[config.mk]
export PLATFORM = sky130hd
export DESIGN_NAME = stillness_gated_calibration_averager
export DESIGN_NICKNAME = d
export VERILOG_FILES = /design/src/scga_pkg.sv /design/src/scga_regs.sv /design/src/scga_div.sv /design/src/stillness_gated_calibration_averager.sv
export SDC_FILE = /design/constraint.sdc
export NUM_CORES = 1
export LEC_CHECK = 0
export BUFFER_PORTS_ARGS = -buffer_cell sky130_fd_sc_hd__buf_4
export CAP_MARGIN = 40
export CORE_MARGIN = 2
export CORE_UTILIZATION = 30
export CTS_CLUSTER_SIZE = 12
export DETAILED_ROUTE_END_ITERATION = 16
export MAX_ROUTING_LAYER = met4
export PLACE_DENSITY = 0.52
export SLEW_MARGIN = 30
export SYNTH_ARGS = -nofsm -noshare
export SYNTH_HDL_FRONTEND = slang
export SYNTH_SLANG_ARGS = --single-unit
[constraint.sdc]
create_clock -name clk -period 11.55 [get_ports clk]
set_input_delay 1.7325 -clock clk [delete_from_list [all_inputs] [get_ports clk]]
set_output_delay 1.7325 -clock clk [all_outputs]
set_load 0.05 [all_outputs]
[src/scga_pkg.sv]
// Shared constants, codes and the configuration register type for the calibration averager.
`timescale 1ns / 1ps
package scga_pkg;

	// default build parameters
	localparam int SAMPLE_WIDTH_DEF = 16;
	localparam int SUM_WIDTH_DEF    = 32;
	localparam int TIMER_WIDTH_DEF  = 16;

	// stream and register port widths
	localparam int IN_W    = 40;
	localparam int OUT_W   = 80;
	localparam int ADDR_W  = 5;
	localparam int DATA_W  = 32;
	localparam int FIELD_W = 16;

	// fixed counter widths
	localparam int CNT_W = 16;
	localparam int ST_W  = 10;
	localparam int THR_W = 17;

	// register indexes
	localparam logic [2:0] REG_MOVE_THR    = 3'd0;
	localparam logic [2:0] REG_MIN_SAMPLES = 3'd1;
	localparam logic [2:0] REG_READY_MS    = 3'd2;
	localparam logic [2:0] REG_HOLD_MS     = 3'd3;
	localparam logic [2:0] REG_TIMEOUT_MS  = 3'd4;
	localparam logic [2:0] REG_SAMPLE_PER  = 3'd5;
	localparam logic [2:0] REG_BEEP_PER    = 3'd6;
	localparam logic [2:0] REG_RESULT_HOLD = 3'd7;

	// register reset values
	localparam logic [THR_W-1:0] RST_MOVE_THR    = 17'd1000;
	localparam logic [15:0]      RST_MIN_SAMPLES = 16'd50;
	localparam logic [15:0]      RST_READY_MS    = 16'd3000;
	localparam logic [15:0]      RST_HOLD_MS     = 16'd5000;
	localparam logic [15:0]      RST_TIMEOUT_MS  = 16'd10000;
	localparam logic [ST_W-1:0]  RST_SAMPLE_PER  = 10'd50;
	localparam logic [15:0]      RST_BEEP_PER    = 16'd1000;
	localparam logic [15:0]      RST_RESULT_HOLD = 16'd4000;

	// event codes
	localparam logic [2:0] EV_NONE     = 3'd0;
	localparam logic [2:0] EV_START    = 3'd1;
	localparam logic [2:0] EV_CANCEL   = 3'd2;
	localparam logic [2:0] EV_MOVED    = 3'd3;
	localparam logic [2:0] EV_TIMEOUT  = 3'd4;
	localparam logic [2:0] EV_COMPLETE = 3'd5;

	// visible result codes
	localparam logic [1:0] RES_NONE     = 2'd0;
	localparam logic [1:0] RES_COMPLETE = 2'd1;
	localparam logic [1:0] RES_FAILED   = 2'd2;

	// phase codes
	localparam logic [1:0] PH_IDLE  = 2'd0;
	localparam logic [1:0] PH_READY = 2'd1;
	localparam logic [1:0] PH_HOLD  = 2'd2;

	typedef struct packed {
		logic [THR_W-1:0] move_threshold;
		logic [15:0]      min_samples;
		logic [15:0]      ready_ms;
		logic [15:0]      hold_ms;
		logic [15:0]      timeout_ms;
		logic [ST_W-1:0]  sample_period_ms;
		logic [15:0]      beep_period_ms;
		logic [15:0]      result_hold_ms;
	} cfg_t;

endpackage

[src/scga_regs.sv]
// APB register file holding the calibration settings.
`timescale 1ns / 1ps
module scga_regs (
	input  logic                         clk,
	input  logic                         arst_n,
	input  logic                         psel,
	input  logic                         penable,
	input  logic                         pwrite,
	input  logic [scga_pkg::ADDR_W-1:0]  paddr,
	input  logic [scga_pkg::DATA_W-1:0]  pwdata,
	output logic [scga_pkg::DATA_W-1:0]  prdata,
	output logic                         pready,
	output scga_pkg::cfg_t               cfg,
	output logic [scga_pkg::THR_W-1:0]   rh_sum
);
	import scga_pkg::*;

	cfg_t             cfg_q;
	logic [THR_W-1:0] rh_sum_q;
	logic [2:0]       idx;
	logic             wr_en;

	assign idx    = paddr[4:2];
	assign wr_en  = psel & penable & pwrite;
	assign pready = 1'b1;
	assign cfg    = cfg_q;
	assign rh_sum = rh_sum_q;

	always_ff @(posedge clk or negedge arst_n) begin
		if (!arst_n) begin
			cfg_q.move_threshold   <= RST_MOVE_THR;
			cfg_q.min_samples      <= RST_MIN_SAMPLES;
			cfg_q.ready_ms         <= RST_READY_MS;
			cfg_q.hold_ms          <= RST_HOLD_MS;
			cfg_q.timeout_ms       <= RST_TIMEOUT_MS;
			cfg_q.sample_period_ms <= RST_SAMPLE_PER;
			cfg_q.beep_period_ms   <= RST_BEEP_PER;
			cfg_q.result_hold_ms   <= RST_RESULT_HOLD;
		end else if (wr_en) begin
			unique case (idx)
				REG_MOVE_THR:    cfg_q.move_threshold   <= pwdata[THR_W-1:0];
				REG_MIN_SAMPLES: cfg_q.min_samples      <= pwdata[15:0];
				REG_READY_MS:    cfg_q.ready_ms         <= pwdata[15:0];
				REG_HOLD_MS:     cfg_q.hold_ms          <= pwdata[15:0];
				REG_TIMEOUT_MS:  cfg_q.timeout_ms       <= pwdata[15:0];
				REG_SAMPLE_PER:  cfg_q.sample_period_ms <= pwdata[ST_W-1:0];
				REG_BEEP_PER:    cfg_q.beep_period_ms   <= pwdata[15:0];
				REG_RESULT_HOLD: cfg_q.result_hold_ms   <= pwdata[15:0];
				default: ;
			endcase
		end
	end

	// end of hold window, kept registered off the step path
	always_ff @(posedge clk or negedge arst_n) begin
		if (!arst_n) begin
			rh_sum_q <= THR_W'(RST_READY_MS) + THR_W'(RST_HOLD_MS);
		end else begin
			rh_sum_q <= THR_W'(cfg_q.ready_ms) + THR_W'(cfg_q.hold_ms);
		end
	end

	always_comb begin
		unique case (idx)
			REG_MOVE_THR:    prdata = DATA_W'(cfg_q.move_threshold);
			REG_MIN_SAMPLES: prdata = DATA_W'(cfg_q.min_samples);
			REG_READY_MS:    prdata = DATA_W'(cfg_q.ready_ms);
			REG_HOLD_MS:     prdata = DATA_W'(cfg_q.hold_ms);
			REG_TIMEOUT_MS:  prdata = DATA_W'(cfg_q.timeout_ms);
			REG_SAMPLE_PER:  prdata = DATA_W'(cfg_q.sample_period_ms);
			REG_BEEP_PER:    prdata = DATA_W'(cfg_q.beep_period_ms);
			REG_RESULT_HOLD: prdata = DATA_W'(cfg_q.result_hold_ms);
			default:         prdata = '0;
		endcase
	end

endmodule

[src/scga_div.sv]
// Serial restoring divider: signed sum over sample count, one quotient bit per cycle, clamped.
`timescale 1ns / 1ps
module scga_div #(
	parameter int SAMPLE_WIDTH = scga_pkg::SAMPLE_WIDTH_DEF,
	parameter int SUM_WIDTH    = scga_pkg::SUM_WIDTH_DEF
) (
	input  logic                              clk,
	input  logic                              arst_n,
	input  logic                              start,
	input  logic [SUM_WIDTH-1:0]              dividend,
	input  logic [scga_pkg::CNT_W-1:0]        divisor,
	output logic                              done,
	output logic signed [SAMPLE_WIDTH-1:0]    quotient
);
	import scga_pkg::*;

	localparam int CW = $clog2(SUM_WIDTH + 1);
	localparam logic [SUM_WIDTH-1:0] POS_LIM =
		SUM_WIDTH'((64'd1 << (SAMPLE_WIDTH - 1)) - 64'd1);
	localparam logic [SUM_WIDTH-1:0] NEG_LIM = POS_LIM + 1'b1;

	logic                 busy_q, done_q, neg_q, zero_q;
	logic [CW-1:0]        cnt_q;
	logic [SUM_WIDTH-1:0] quot_q;
	logic [CNT_W-1:0]     rem_q, dvs_q;
	logic [CNT_W:0]       trial, rem_sub;
	logic                 ge;
	logic [SUM_WIDTH-1:0] neg_mag;

	assign trial   = {rem_q, quot_q[SUM_WIDTH-1]};
	assign ge      = trial >= {1'b0, dvs_q};
	assign rem_sub = trial - {1'b0, dvs_q};

	always_ff @(posedge clk or negedge arst_n) begin
		if (!arst_n) begin
			busy_q <= 1'b0;
			done_q <= 1'b0;
			cnt_q  <= '0;
		end else begin
			// pulse after the last quotient bit is shifted in
			done_q <= !start && busy_q && (cnt_q == CW'(1));
			if (start) begin
				busy_q <= 1'b1;
				cnt_q  <= CW'(SUM_WIDTH);
			end else if (busy_q) begin
				cnt_q <= cnt_q - 1'b1;
				if (cnt_q == CW'(1)) busy_q <= 1'b0;
			end
		end
	end

	always_ff @(posedge clk) begin
		if (start) begin
			neg_q  <= dividend[SUM_WIDTH-1];
			zero_q <= (divisor == '0);
			dvs_q  <= divisor;
			rem_q  <= '0;
			quot_q <= dividend[SUM_WIDTH-1] ? (SUM_WIDTH'(0) - dividend) : dividend;
		end else if (busy_q) begin
			rem_q  <= ge ? rem_sub[CNT_W-1:0] : trial[CNT_W-1:0];
			quot_q <= {quot_q[SUM_WIDTH-2:0], ge};
		end
	end

	assign neg_mag = SUM_WIDTH'(0) - quot_q;
	assign done    = done_q;

	// truncating quotient, clamped into the sample range
	always_comb begin
		if (zero_q) begin
			quotient = '0;
		end else if (neg_q) begin
			if (quot_q > NEG_LIM) quotient = SAMPLE_WIDTH'(SAMPLE_WIDTH'(1) << (SAMPLE_WIDTH - 1));
			else                  quotient = neg_mag[SAMPLE_WIDTH-1:0];
		end else begin
			if (quot_q > POS_LIM) quotient = POS_LIM[SAMPLE_WIDTH-1:0];
			else                  quotient = quot_q[SAMPLE_WIDTH-1:0];
		end
	end

endmodule

[src/stillness_gated_calibration_averager.sv]
// Top level: tick stream in, one status transaction out per tick, APB settings port.
//
// Each input transaction is one millisecond tick: s_tdata carries the start and
// cancel requests and the current Y/Z accelerometer readings. For every tick the
// block returns exactly one status transaction on m_tdata: busy flag, phase,
// countdown beep, event code, visible result code, averages, sample count and
// elapsed ticks. The user must write settings over the APB port only while no
// tick is in work; the block itself does not enforce it.
//
// Timing: a tick is taken into the input registers and worked in the step state;
// its status is then registered. The tick that completes a calibration also runs
// both averages through the one shared serial divider, one quotient bit per cycle,
// before its status is raised. One tick is in work at a time.
//
// The output register holds a status until m_tready takes it; a new tick is
// taken in the same cycle the held status leaves, never while it is stuck.
// Reset puts the block idle with no pending start, cleared counters, no visible
// result and the settings at their defaults.
`timescale 1ns / 1ps
module stillness_gated_calibration_averager #(
	parameter int SAMPLE_WIDTH = scga_pkg::SAMPLE_WIDTH_DEF,
	parameter int SUM_WIDTH    = scga_pkg::SUM_WIDTH_DEF,
	parameter int TIMER_WIDTH  = scga_pkg::TIMER_WIDTH_DEF
) (
	input  logic                         clk,
	input  logic                         arst_n,
	input  logic                         s_tvalid,
	output logic                         s_tready,
	// start_req[0], cancel_req[1], accel_y[17:2], accel_z[33:18], zero pad
	input  logic [scga_pkg::IN_W-1:0]    s_tdata,
	output logic                         m_tvalid,
	input  logic                         m_tready,
	// busy_res[0], phase[2:1], tick_beep[3], event_res[6:4], result_code[8:7],
	// avg_y[24:9], avg_z[40:25], samples_taken[56:41], elapsed_ticks[72:57], zero pad
	output logic [scga_pkg::OUT_W-1:0]   m_tdata,
	input  logic                         psel,
	input  logic                         penable,
	input  logic                         pwrite,
	input  logic [scga_pkg::ADDR_W-1:0]  paddr,
	input  logic [scga_pkg::DATA_W-1:0]  pwdata,
	output logic [scga_pkg::DATA_W-1:0]  prdata,
	output logic                         pready
);
	import scga_pkg::*;

	localparam int TW    = TIMER_WIDTH;
	localparam int SW    = SAMPLE_WIDTH;
	localparam int CMP_W = (TW > THR_W) ? TW + 1 : THR_W + 1;
	localparam int MV_W  = SW + 2;
	localparam int MVC_W = (MV_W > THR_W) ? MV_W : THR_W;
	localparam logic [TW-1:0]    TMAX    = '1;
	localparam logic [ST_W-1:0]  ST_MAX  = '1;
	localparam logic [CNT_W-1:0] CNT_MAX = '1;

	localparam logic [2:0] ST_IDLE   = 3'd0;
	localparam logic [2:0] ST_CALC   = 3'd1;
	localparam logic [2:0] ST_DIV_Y  = 3'd2;
	localparam logic [2:0] ST_WAIT_Y = 3'd3;
	localparam logic [2:0] ST_DIV_Z  = 3'd4;
	localparam logic [2:0] ST_WAIT_Z = 3'd5;

	cfg_t             cfg;
	logic [THR_W-1:0] rh_sum;

	scga_regs u_regs (
		.clk     (clk),
		.arst_n  (arst_n),
		.psel    (psel),
		.penable (penable),
		.pwrite  (pwrite),
		.paddr   (paddr),
		.pwdata  (pwdata),
		.prdata  (prdata),
		.pready  (pready),
		.cfg     (cfg),
		.rh_sum  (rh_sum)
	);

	logic [2:0]           state_q;
	logic                 in_start_q, in_cancel_q;
	logic [FIELD_W-1:0]   in_y_q, in_z_q;
	logic                 running_q, pending_q;
	logic [TW-1:0]        elapsed_q, beep_q, age_q;
	logic [ST_W-1:0]      samp_q;
	logic [SW-1:0]        prev_y_q, prev_z_q;
	logic [SUM_WIDTH-1:0] sum_y_q, sum_z_q;
	logic [CNT_W-1:0]     count_q;
	logic [1:0]           held_q;
	logic                 m_valid_q;

	logic                 o_busy_q, o_beep_q;
	logic [1:0]           o_phase_q, o_result_q;
	logic [2:0]           o_event_q;
	logic [FIELD_W-1:0]   o_avg_y_q, o_avg_z_q, o_samples_q, o_elapsed_q;

	// next-state values of one tick
	logic                 running_d, pending_d, beep_hit, fresh, complete, failed, pend;
	logic [TW-1:0]        elapsed_d, beep_d, age_d, ec_inc, bt_inc, age_inc;
	logic [ST_W-1:0]      samp_d, st_inc;
	logic [SW-1:0]        prev_y_d, prev_z_d;
	logic [SUM_WIDTH-1:0] sum_y_d, sum_z_d;
	logic [CNT_W-1:0]     count_d;
	logic [1:0]           held_d, phase_d;
	logic [2:0]           event_d;
	logic signed [SW-1:0] y_s, z_s;
	logic signed [SW:0]   dy, dz;
	logic [SW:0]          ady, adz;
	logic [MV_W-1:0]      mv;

	logic                    div_start, div_done;
	logic [SUM_WIDTH-1:0]    div_num;
	logic signed [SW-1:0]    div_q;

	assign s_tready = (state_q == ST_IDLE) && (!m_valid_q || m_tready);

	assign y_s = in_y_q[SW-1:0];
	assign z_s = in_z_q[SW-1:0];
	assign dy  = (SW + 1)'(y_s) - (SW + 1)'($signed(prev_y_q));
	assign dz  = (SW + 1)'(z_s) - (SW + 1)'($signed(prev_z_q));
	assign ady = dy[SW] ? ((SW + 1)'(0) - dy) : dy;
	assign adz = dz[SW] ? ((SW + 1)'(0) - dz) : dz;
	assign mv  = MV_W'(ady) + MV_W'(adz);

	assign ec_inc  = (elapsed_q != TMAX) ? elapsed_q + 1'b1 : elapsed_q;
	assign bt_inc  = (beep_q != TMAX) ? beep_q + 1'b1 : beep_q;
	assign age_inc = (age_q != TMAX) ? age_q + 1'b1 : age_q;
	assign st_inc  = (samp_q != ST_MAX) ? samp_q + 1'b1 : samp_q;

	always_comb begin
		pend      = pending_q | in_start_q;
		running_d = running_q;
		pending_d = pend;
		elapsed_d = elapsed_q;
		beep_d    = beep_q;
		samp_d    = samp_q;
		prev_y_d  = prev_y_q;
		prev_z_d  = prev_z_q;
		sum_y_d   = sum_y_q;
		sum_z_d   = sum_z_q;
		count_d   = count_q;
		held_d    = held_q;
		age_d     = age_q;
		event_d   = EV_NONE;
		beep_hit  = 1'b0;
		fresh     = 1'b0;
		complete  = 1'b0;
		failed    = 1'b0;

		if (in_cancel_q) begin
			if (running_q) begin
				running_d = 1'b0;
				event_d   = EV_CANCEL;
			end
		end else if (pend && !running_q) begin
			pending_d = 1'b0;
			running_d = 1'b1;
			elapsed_d = '0;
			beep_d    = '0;
			samp_d    = '0;
			prev_y_d  = y_s;
			prev_z_d  = z_s;
			sum_y_d   = '0;
			sum_z_d   = '0;
			count_d   = '0;
			held_d    = RES_NONE;
			age_d     = '0;
			event_d   = EV_START;
		end else if (running_q) begin
			elapsed_d = ec_inc;
			samp_d    = st_inc;
			if (CMP_W'(ec_inc) > CMP_W'(cfg.timeout_ms)) begin
				running_d = 1'b0;
				held_d    = RES_FAILED;
				age_d     = '0;
				fresh     = 1'b1;
				event_d   = EV_TIMEOUT;
			end else if (CMP_W'(ec_inc) < CMP_W'(cfg.ready_ms)) begin
				if (CMP_W'(bt_inc) >= CMP_W'(cfg.beep_period_ms)) begin
					beep_hit = 1'b1;
					beep_d   = '0;
				end else begin
					beep_d = bt_inc;
				end
				prev_y_d = y_s;
				prev_z_d = z_s;
				sum_y_d  = '0;
				sum_z_d  = '0;
				count_d  = '0;
			end else begin
				if (st_inc >= cfg.sample_period_ms) begin
					samp_d   = '0;
					prev_y_d = y_s;
					prev_z_d = z_s;
					if (MVC_W'(mv) > MVC_W'(cfg.move_threshold)) begin
						running_d = 1'b0;
						held_d    = RES_FAILED;
						age_d     = '0;
						fresh     = 1'b1;
						event_d   = EV_MOVED;
						failed    = 1'b1;
					end else if (count_q != CNT_MAX) begin
						sum_y_d = sum_y_q + SUM_WIDTH'(y_s);
						sum_z_d = sum_z_q + SUM_WIDTH'(z_s);
						count_d = count_q + 1'b1;
					end
				end
				if (!failed && CMP_W'(ec_inc) > CMP_W'(rh_sum) &&
				    count_d >= cfg.min_samples) begin
					running_d = 1'b0;
					held_d    = RES_COMPLETE;
					age_d     = '0;
					fresh     = 1'b1;
					complete  = 1'b1;
					event_d   = EV_COMPLETE;
				end
			end
		end

		// result window ages after the step
		if (held_d != RES_NONE && !fresh && !running_d) begin
			if (CMP_W'(age_inc) > CMP_W'(cfg.result_hold_ms)) begin
				held_d = RES_NONE;
				age_d  = '0;
			end else begin
				age_d = age_inc;
			end
		end

		if (!running_d) phase_d = PH_IDLE;
		else if (CMP_W'(elapsed_d) < CMP_W'(cfg.ready_ms)) phase_d = PH_READY;
		else phase_d = PH_HOLD;
	end

	assign div_start = (state_q == ST_DIV_Y) || (state_q == ST_DIV_Z);
	assign div_num   = (state_q == ST_DIV_Y) ? sum_y_q : sum_z_q;

	scga_div #(
		.SAMPLE_WIDTH (SAMPLE_WIDTH),
		.SUM_WIDTH    (SUM_WIDTH)
	) u_div (
		.clk      (clk),
		.arst_n   (arst_n),
		.start    (div_start),
		.dividend (div_num),
		.divisor  (count_q),
		.done     (div_done),
		.quotient (div_q)
	);

	always_ff @(posedge clk or negedge arst_n) begin
		if (!arst_n) begin
			state_q   <= ST_IDLE;
			running_q <= 1'b0;
			pending_q <= 1'b0;
			elapsed_q <= '0;
			beep_q    <= '0;
			samp_q    <= '0;
			prev_y_q  <= '0;
			prev_z_q  <= '0;
			sum_y_q   <= '0;
			sum_z_q   <= '0;
			count_q   <= '0;
			held_q    <= RES_NONE;
			age_q     <= '0;
			m_valid_q <= 1'b0;
		end else begin
			if (m_valid_q && m_tready) m_valid_q <= 1'b0;
			unique case (state_q)
				ST_IDLE: begin
					if (s_tvalid && s_tready) state_q <= ST_CALC;
				end
				ST_CALC: begin
					running_q <= running_d;
					pending_q <= pending_d;
					elapsed_q <= elapsed_d;
					beep_q    <= beep_d;
					samp_q    <= samp_d;
					prev_y_q  <= prev_y_d;
					prev_z_q  <= prev_z_d;
					sum_y_q   <= sum_y_d;
					sum_z_q   <= sum_z_d;
					count_q   <= count_d;
					held_q    <= held_d;
					age_q     <= age_d;
					if (complete) begin
						state_q <= ST_DIV_Y;
					end else begin
						state_q   <= ST_IDLE;
						m_valid_q <= 1'b1;
					end
				end
				ST_DIV_Y:  state_q <= ST_WAIT_Y;
				ST_WAIT_Y: begin
					if (div_done) state_q <= ST_DIV_Z;
				end
				ST_DIV_Z:  state_q <= ST_WAIT_Z;
				ST_WAIT_Z: begin
					if (div_done) begin
						state_q   <= ST_IDLE;
						m_valid_q <= 1'b1;
					end
				end
				default: state_q <= ST_IDLE;
			endcase
		end
	end

	// tick payload and status payload
	always_ff @(posedge clk) begin
		if (s_tvalid && s_tready) begin
			in_start_q  <= s_tdata[0];
			in_cancel_q <= s_tdata[1];
			in_y_q      <= s_tdata[17:2];
			in_z_q      <= s_tdata[33:18];
		end
		if (state_q == ST_CALC) begin
			o_busy_q    <= running_d;
			o_phase_q   <= phase_d;
			o_beep_q    <= beep_hit;
			o_event_q   <= event_d;
			o_result_q  <= running_d ? RES_NONE : held_d;
			o_avg_y_q   <= '0;
			o_avg_z_q   <= '0;
			o_samples_q <= count_d;
			o_elapsed_q <= running_d ? FIELD_W'(elapsed_d) : '0;
		end
		if (state_q == ST_WAIT_Y && div_done) o_avg_y_q <= FIELD_W'(div_q);
		if (state_q == ST_WAIT_Z && div_done) o_avg_z_q <= FIELD_W'(div_q);
	end

	assign m_tvalid = m_valid_q;
	assign m_tdata  = {7'd0, o_elapsed_q, o_samples_q, o_avg_z_q, o_avg_y_q,
	                   o_result_q, o_event_q, o_beep_q, o_phase_q, o_busy_q};

	// divider finishes only while the sequencer waits for it
	a_div_done_wait: assert property (@(posedge clk) disable iff (!arst_n)
		div_done |-> (state_q == ST_WAIT_Y || state_q == ST_WAIT_Z))
		else $error("divider done outside a wait state");

	// a status appears only after the step or after the last division
	a_out_source: assert property (@(posedge clk) disable iff (!arst_n)
		$rose(m_valid_q) |-> ($past(state_q) == ST_CALC || $past(state_q) == ST_WAIT_Z))
		else $error("status raised from an unexpected state");

	// a running calibration never carries a visible result
	a_run_no_result: assert property (@(posedge clk) disable iff (!arst_n)
		running_q |-> (held_q == RES_NONE))
		else $error("held result while running");

	// a busy status never reports a result code
	a_busy_code: assert property (@(posedge clk) disable iff (!arst_n)
		m_valid_q && o_busy_q |-> (o_result_q == RES_NONE))
		else $error("busy status with a result code");

endmodule
==> results.toml <==
[route]
drt_iter0_drc = 1989
dr.pass1.iters = 6
vias_per_cell = 5.09
ant_nets = 0
wl_per_cell_um = 19.1
drc_errors = 0
routed_wl_um = 101000
vias = 27000

[clock_tree]
cts_htree_levels = 2
cts_made_buffers = 58
clock_latency_ns = 0.67
hold_buffers = 0
cts_root_buffer = "clkbuf_16"
path_clk_slew_ns = 0.06
cts_tree = "built"
cts_sinks = 499
cts_buffer_depth = 3

[global_routing]
grt_max_degree = 139
grt_pass1_vias = 25800
antenna_found_initial = 3
grt_usage_pct = 18.0
grt_overflow_total = 0
grt_pass1_wl_um = 155000

[timing]
fin_crit_ns = 10.52
hold_ws_ns = 0.484
rsz0062_at_grt = "no"
slew_headroom_pct = 39.5
fin_setup_tns_ns = 0
drv_slew = 0
skew_ns = 0.0414
setup_violations = 0
finalHoldViolations = 0
period_share_pct = 91.0
fmax_mhz = 95.1
tightest_slew_ns = 0.907

[synth]
syn-instance-count = 3642
synth-edff-count = 157
synthDistinctLibCells = 98
async_reset_ff_share_pct = 65.3
yosysWarnings = 0
postSynthAreaPerCell_um2 = 9.19
synth-main-ff-cell = "dfrtp_1"
netlist_area_um2 = 33500
synth-seq-area-share_pct = 39.6
ys_seq_elements = 499

[min_path]
hold_start = "u_div.rem_q[15]$_SDFFE_PN0P_"
hp-class = "flop to flop"
whs_path_depth = 2

[worst_setup_path]
crit_path_end_kind = "flop"
crit_required_ns = 12.10
crit_arrival_ns = 11.07
cp-startpoint = "in_z_q[0]$_DFFE_PP_"
r2r-start = "in_z_q[0]$_DFFE_PP_"
start_kind = "flop"
cpMaxStageDelayCell = "or3_1"
cp_max_fo = 14
rr_worst_depth = 50
crit_top_cell = "o21ai_0"
critPathMaxStageDelay_ns = 0.50
crit_type = "flop to flop"

[cells_and_area]
fin_cells = 5310
area_delta_synth_final_pct = 15.1
fillers = 11200
drive_above_1_share_pct = 12.3
final_nets = 4154

[floorplanning]
std_cell_rows = 122
num_io_pins = 199
die_x_um = 338
die_area_um2 = 114000
start_util_pct = 30.3
fp.coreArea_um2 = 111000
die_y_um = 338

[pwr]
total_power_mw = 8.79
p_per_area_nw_per_um2 = 228
ir_worst_vdd_mv = 0.266
p_leak_nw = 17.2

[place]
dp.cells = 5191
portBuffers = 152
gp_congestion = 0.882
dp_hpwl_um = 76000

[outcome]
outcome = "complete, no violations"

[flow_run]
cap_viol_max_count = 0
synthesized netlist by cell type, types with 56 or more instances:
library cell / number / area, um2
a21oi_1: 195 / 976
o21ai_0: 342 / 1710
xor2_1: 74 / 648
a21o_1: 68 / 510
nand2_1: 404 / 1520
a22o_1: 94 / 823
nor3_1: 69 / 345
nand3_1: 83 / 415
nor2_1: 230 / 863
clkbuf_1: 106 / 398
ha_1: 292 / 3650
dfrtp_1: 279 / 6980
inv_1: 280 / 1050
mux2_2: 56 / 631
xnor2_1: 140 / 1230
edfxtp_1: 157 / 4710
stage by stage:
| stage | setup slack [ns] | instance area, um2 | utilization (%) |
|---|---|---|---|
| 2_1_floorplan | 1.92 | 33600 | - |
| 3_3_place_gp | 0.469 | 36200 | 32.7 |
| 3_5_place_dp | 0.440 | 36300 | 32.8 |
| 4_1_cts | 0.424 | 38400 | 34.7 |
| 5_1_grt | 0.0321 | 38500 | 34.8 |
| 6_report | 1.03 | 38500 | 34.8 |
per-layer routing:
metal	global-route usage, %	part of all wire [%]	up-vias
li1	-	-	13300
met1	24.6	47	12900
met2	27.2	44	609
met3	2.60	4.9	161
met4	6.28	3.5	0
met5	-	0	-
registers in the layout, indices dropped and copies added, names as in the netlist, 17 cells and up:
| signal | flops |
|---|---|
| sum_y_q | 32 |
| u_regs.rh_sum | 17 |
| sum_z_q | 32 |
| u_regs.cfg | 123 |
| u_div.quot_q | 32 |
cells in the final DEF, fill, tap and decap left out, types with 18 or more instances in the layout:
master and instances:
a21o_1 67, a21oi_1 195, a221oi_1 24, a22o_1 94, a31oi_1 46, and3_1 47
buf_4 194, clkbuf_16 60, conb_1 23, dfrtp_1 279, dfstp_2 47, edfxtp_1 157
ha_1 292, inv_1 279, mux2_2 56, mux2i_1 45, nand2_1 404, nand2b_1 42
nand3_1 83, nand4_1 39, nor2_1 226, nor2b_1 36, nor3_1 65, nor4_1 18
o211ai_1 19, o21a_1 37, o21ai_0 341, o21bai_1 18, or3_1 30, xnor2_1 140
xor2_1 74
power breakdown:
part,switching [mW],internal [mW]
Combinational,2.65,1.91
Sequential,0.173,2.09
Clock,0.816,1.14
worst max-delay path, delay by kind of cell, from the launching register on:
kind            cells  cell delay [ns]
xor+xnor            1             0.09
fa+ha+maj           5             1.57
mux                 1             0.22
simple gates       10             1.64
buf+inv             6             0.90
compound gates     27             5.61
flops               1             0.37
path summary, 6_finish.rpt:
kind	end	slack, ns
setup / recovery	age_q[13]$_DFFE_PN0P_	1.03
hold / removal	u_div.rem_q[15]$_SDFFE_PN0P_	0.48
setup reg to reg	age_q[13]$_DFFE_PN0P_	1.03
hold reg to reg	u_div.rem_q[15]$_SDFFE_PN0P_	0.48
max in group asynchronous	sum_y_q[16]$_DFFE_PN0P_	8.66
min in group asynchronous	age_q[3]$_DFFE_PN0P_	1.04
layout make-up:
class                           count  area (um2)  share of cell area (%)
Timing Repair Buffer              208        1700                    4.41
Sequential cell                   499       13300                    34.4
Clock buffer                       81        1660                    4.31
Tap cell                         1488        1860                    4.83
Antenna cell                        1        2.50                 0.00649
Inverter                          281        1050                    2.74
Clock inverter                     29         349                   0.906
Multi-Input combinational cell   2723       18700                    48.4
kinds of logic after synthesis:
kind of cell | synth area share (%)
xor+xnor | 5.67
buf+inv | 5.35
mux | 3.36
other cells | 0.0224
simple gates | 15.3
compound gates | 19.4
fa+ha+maj | 11.3
flops | 39.6
timing repair:
| item | 4_1_cts | 5_1_grt |
|---|---|---|
| buffers inserted | 0 | 4 |
| gates resized for setup | 0 | 16 |
| endpoints found under the setup margin | 0 | 39 |
Note: power is estimated with default switching activity, not from simulation.
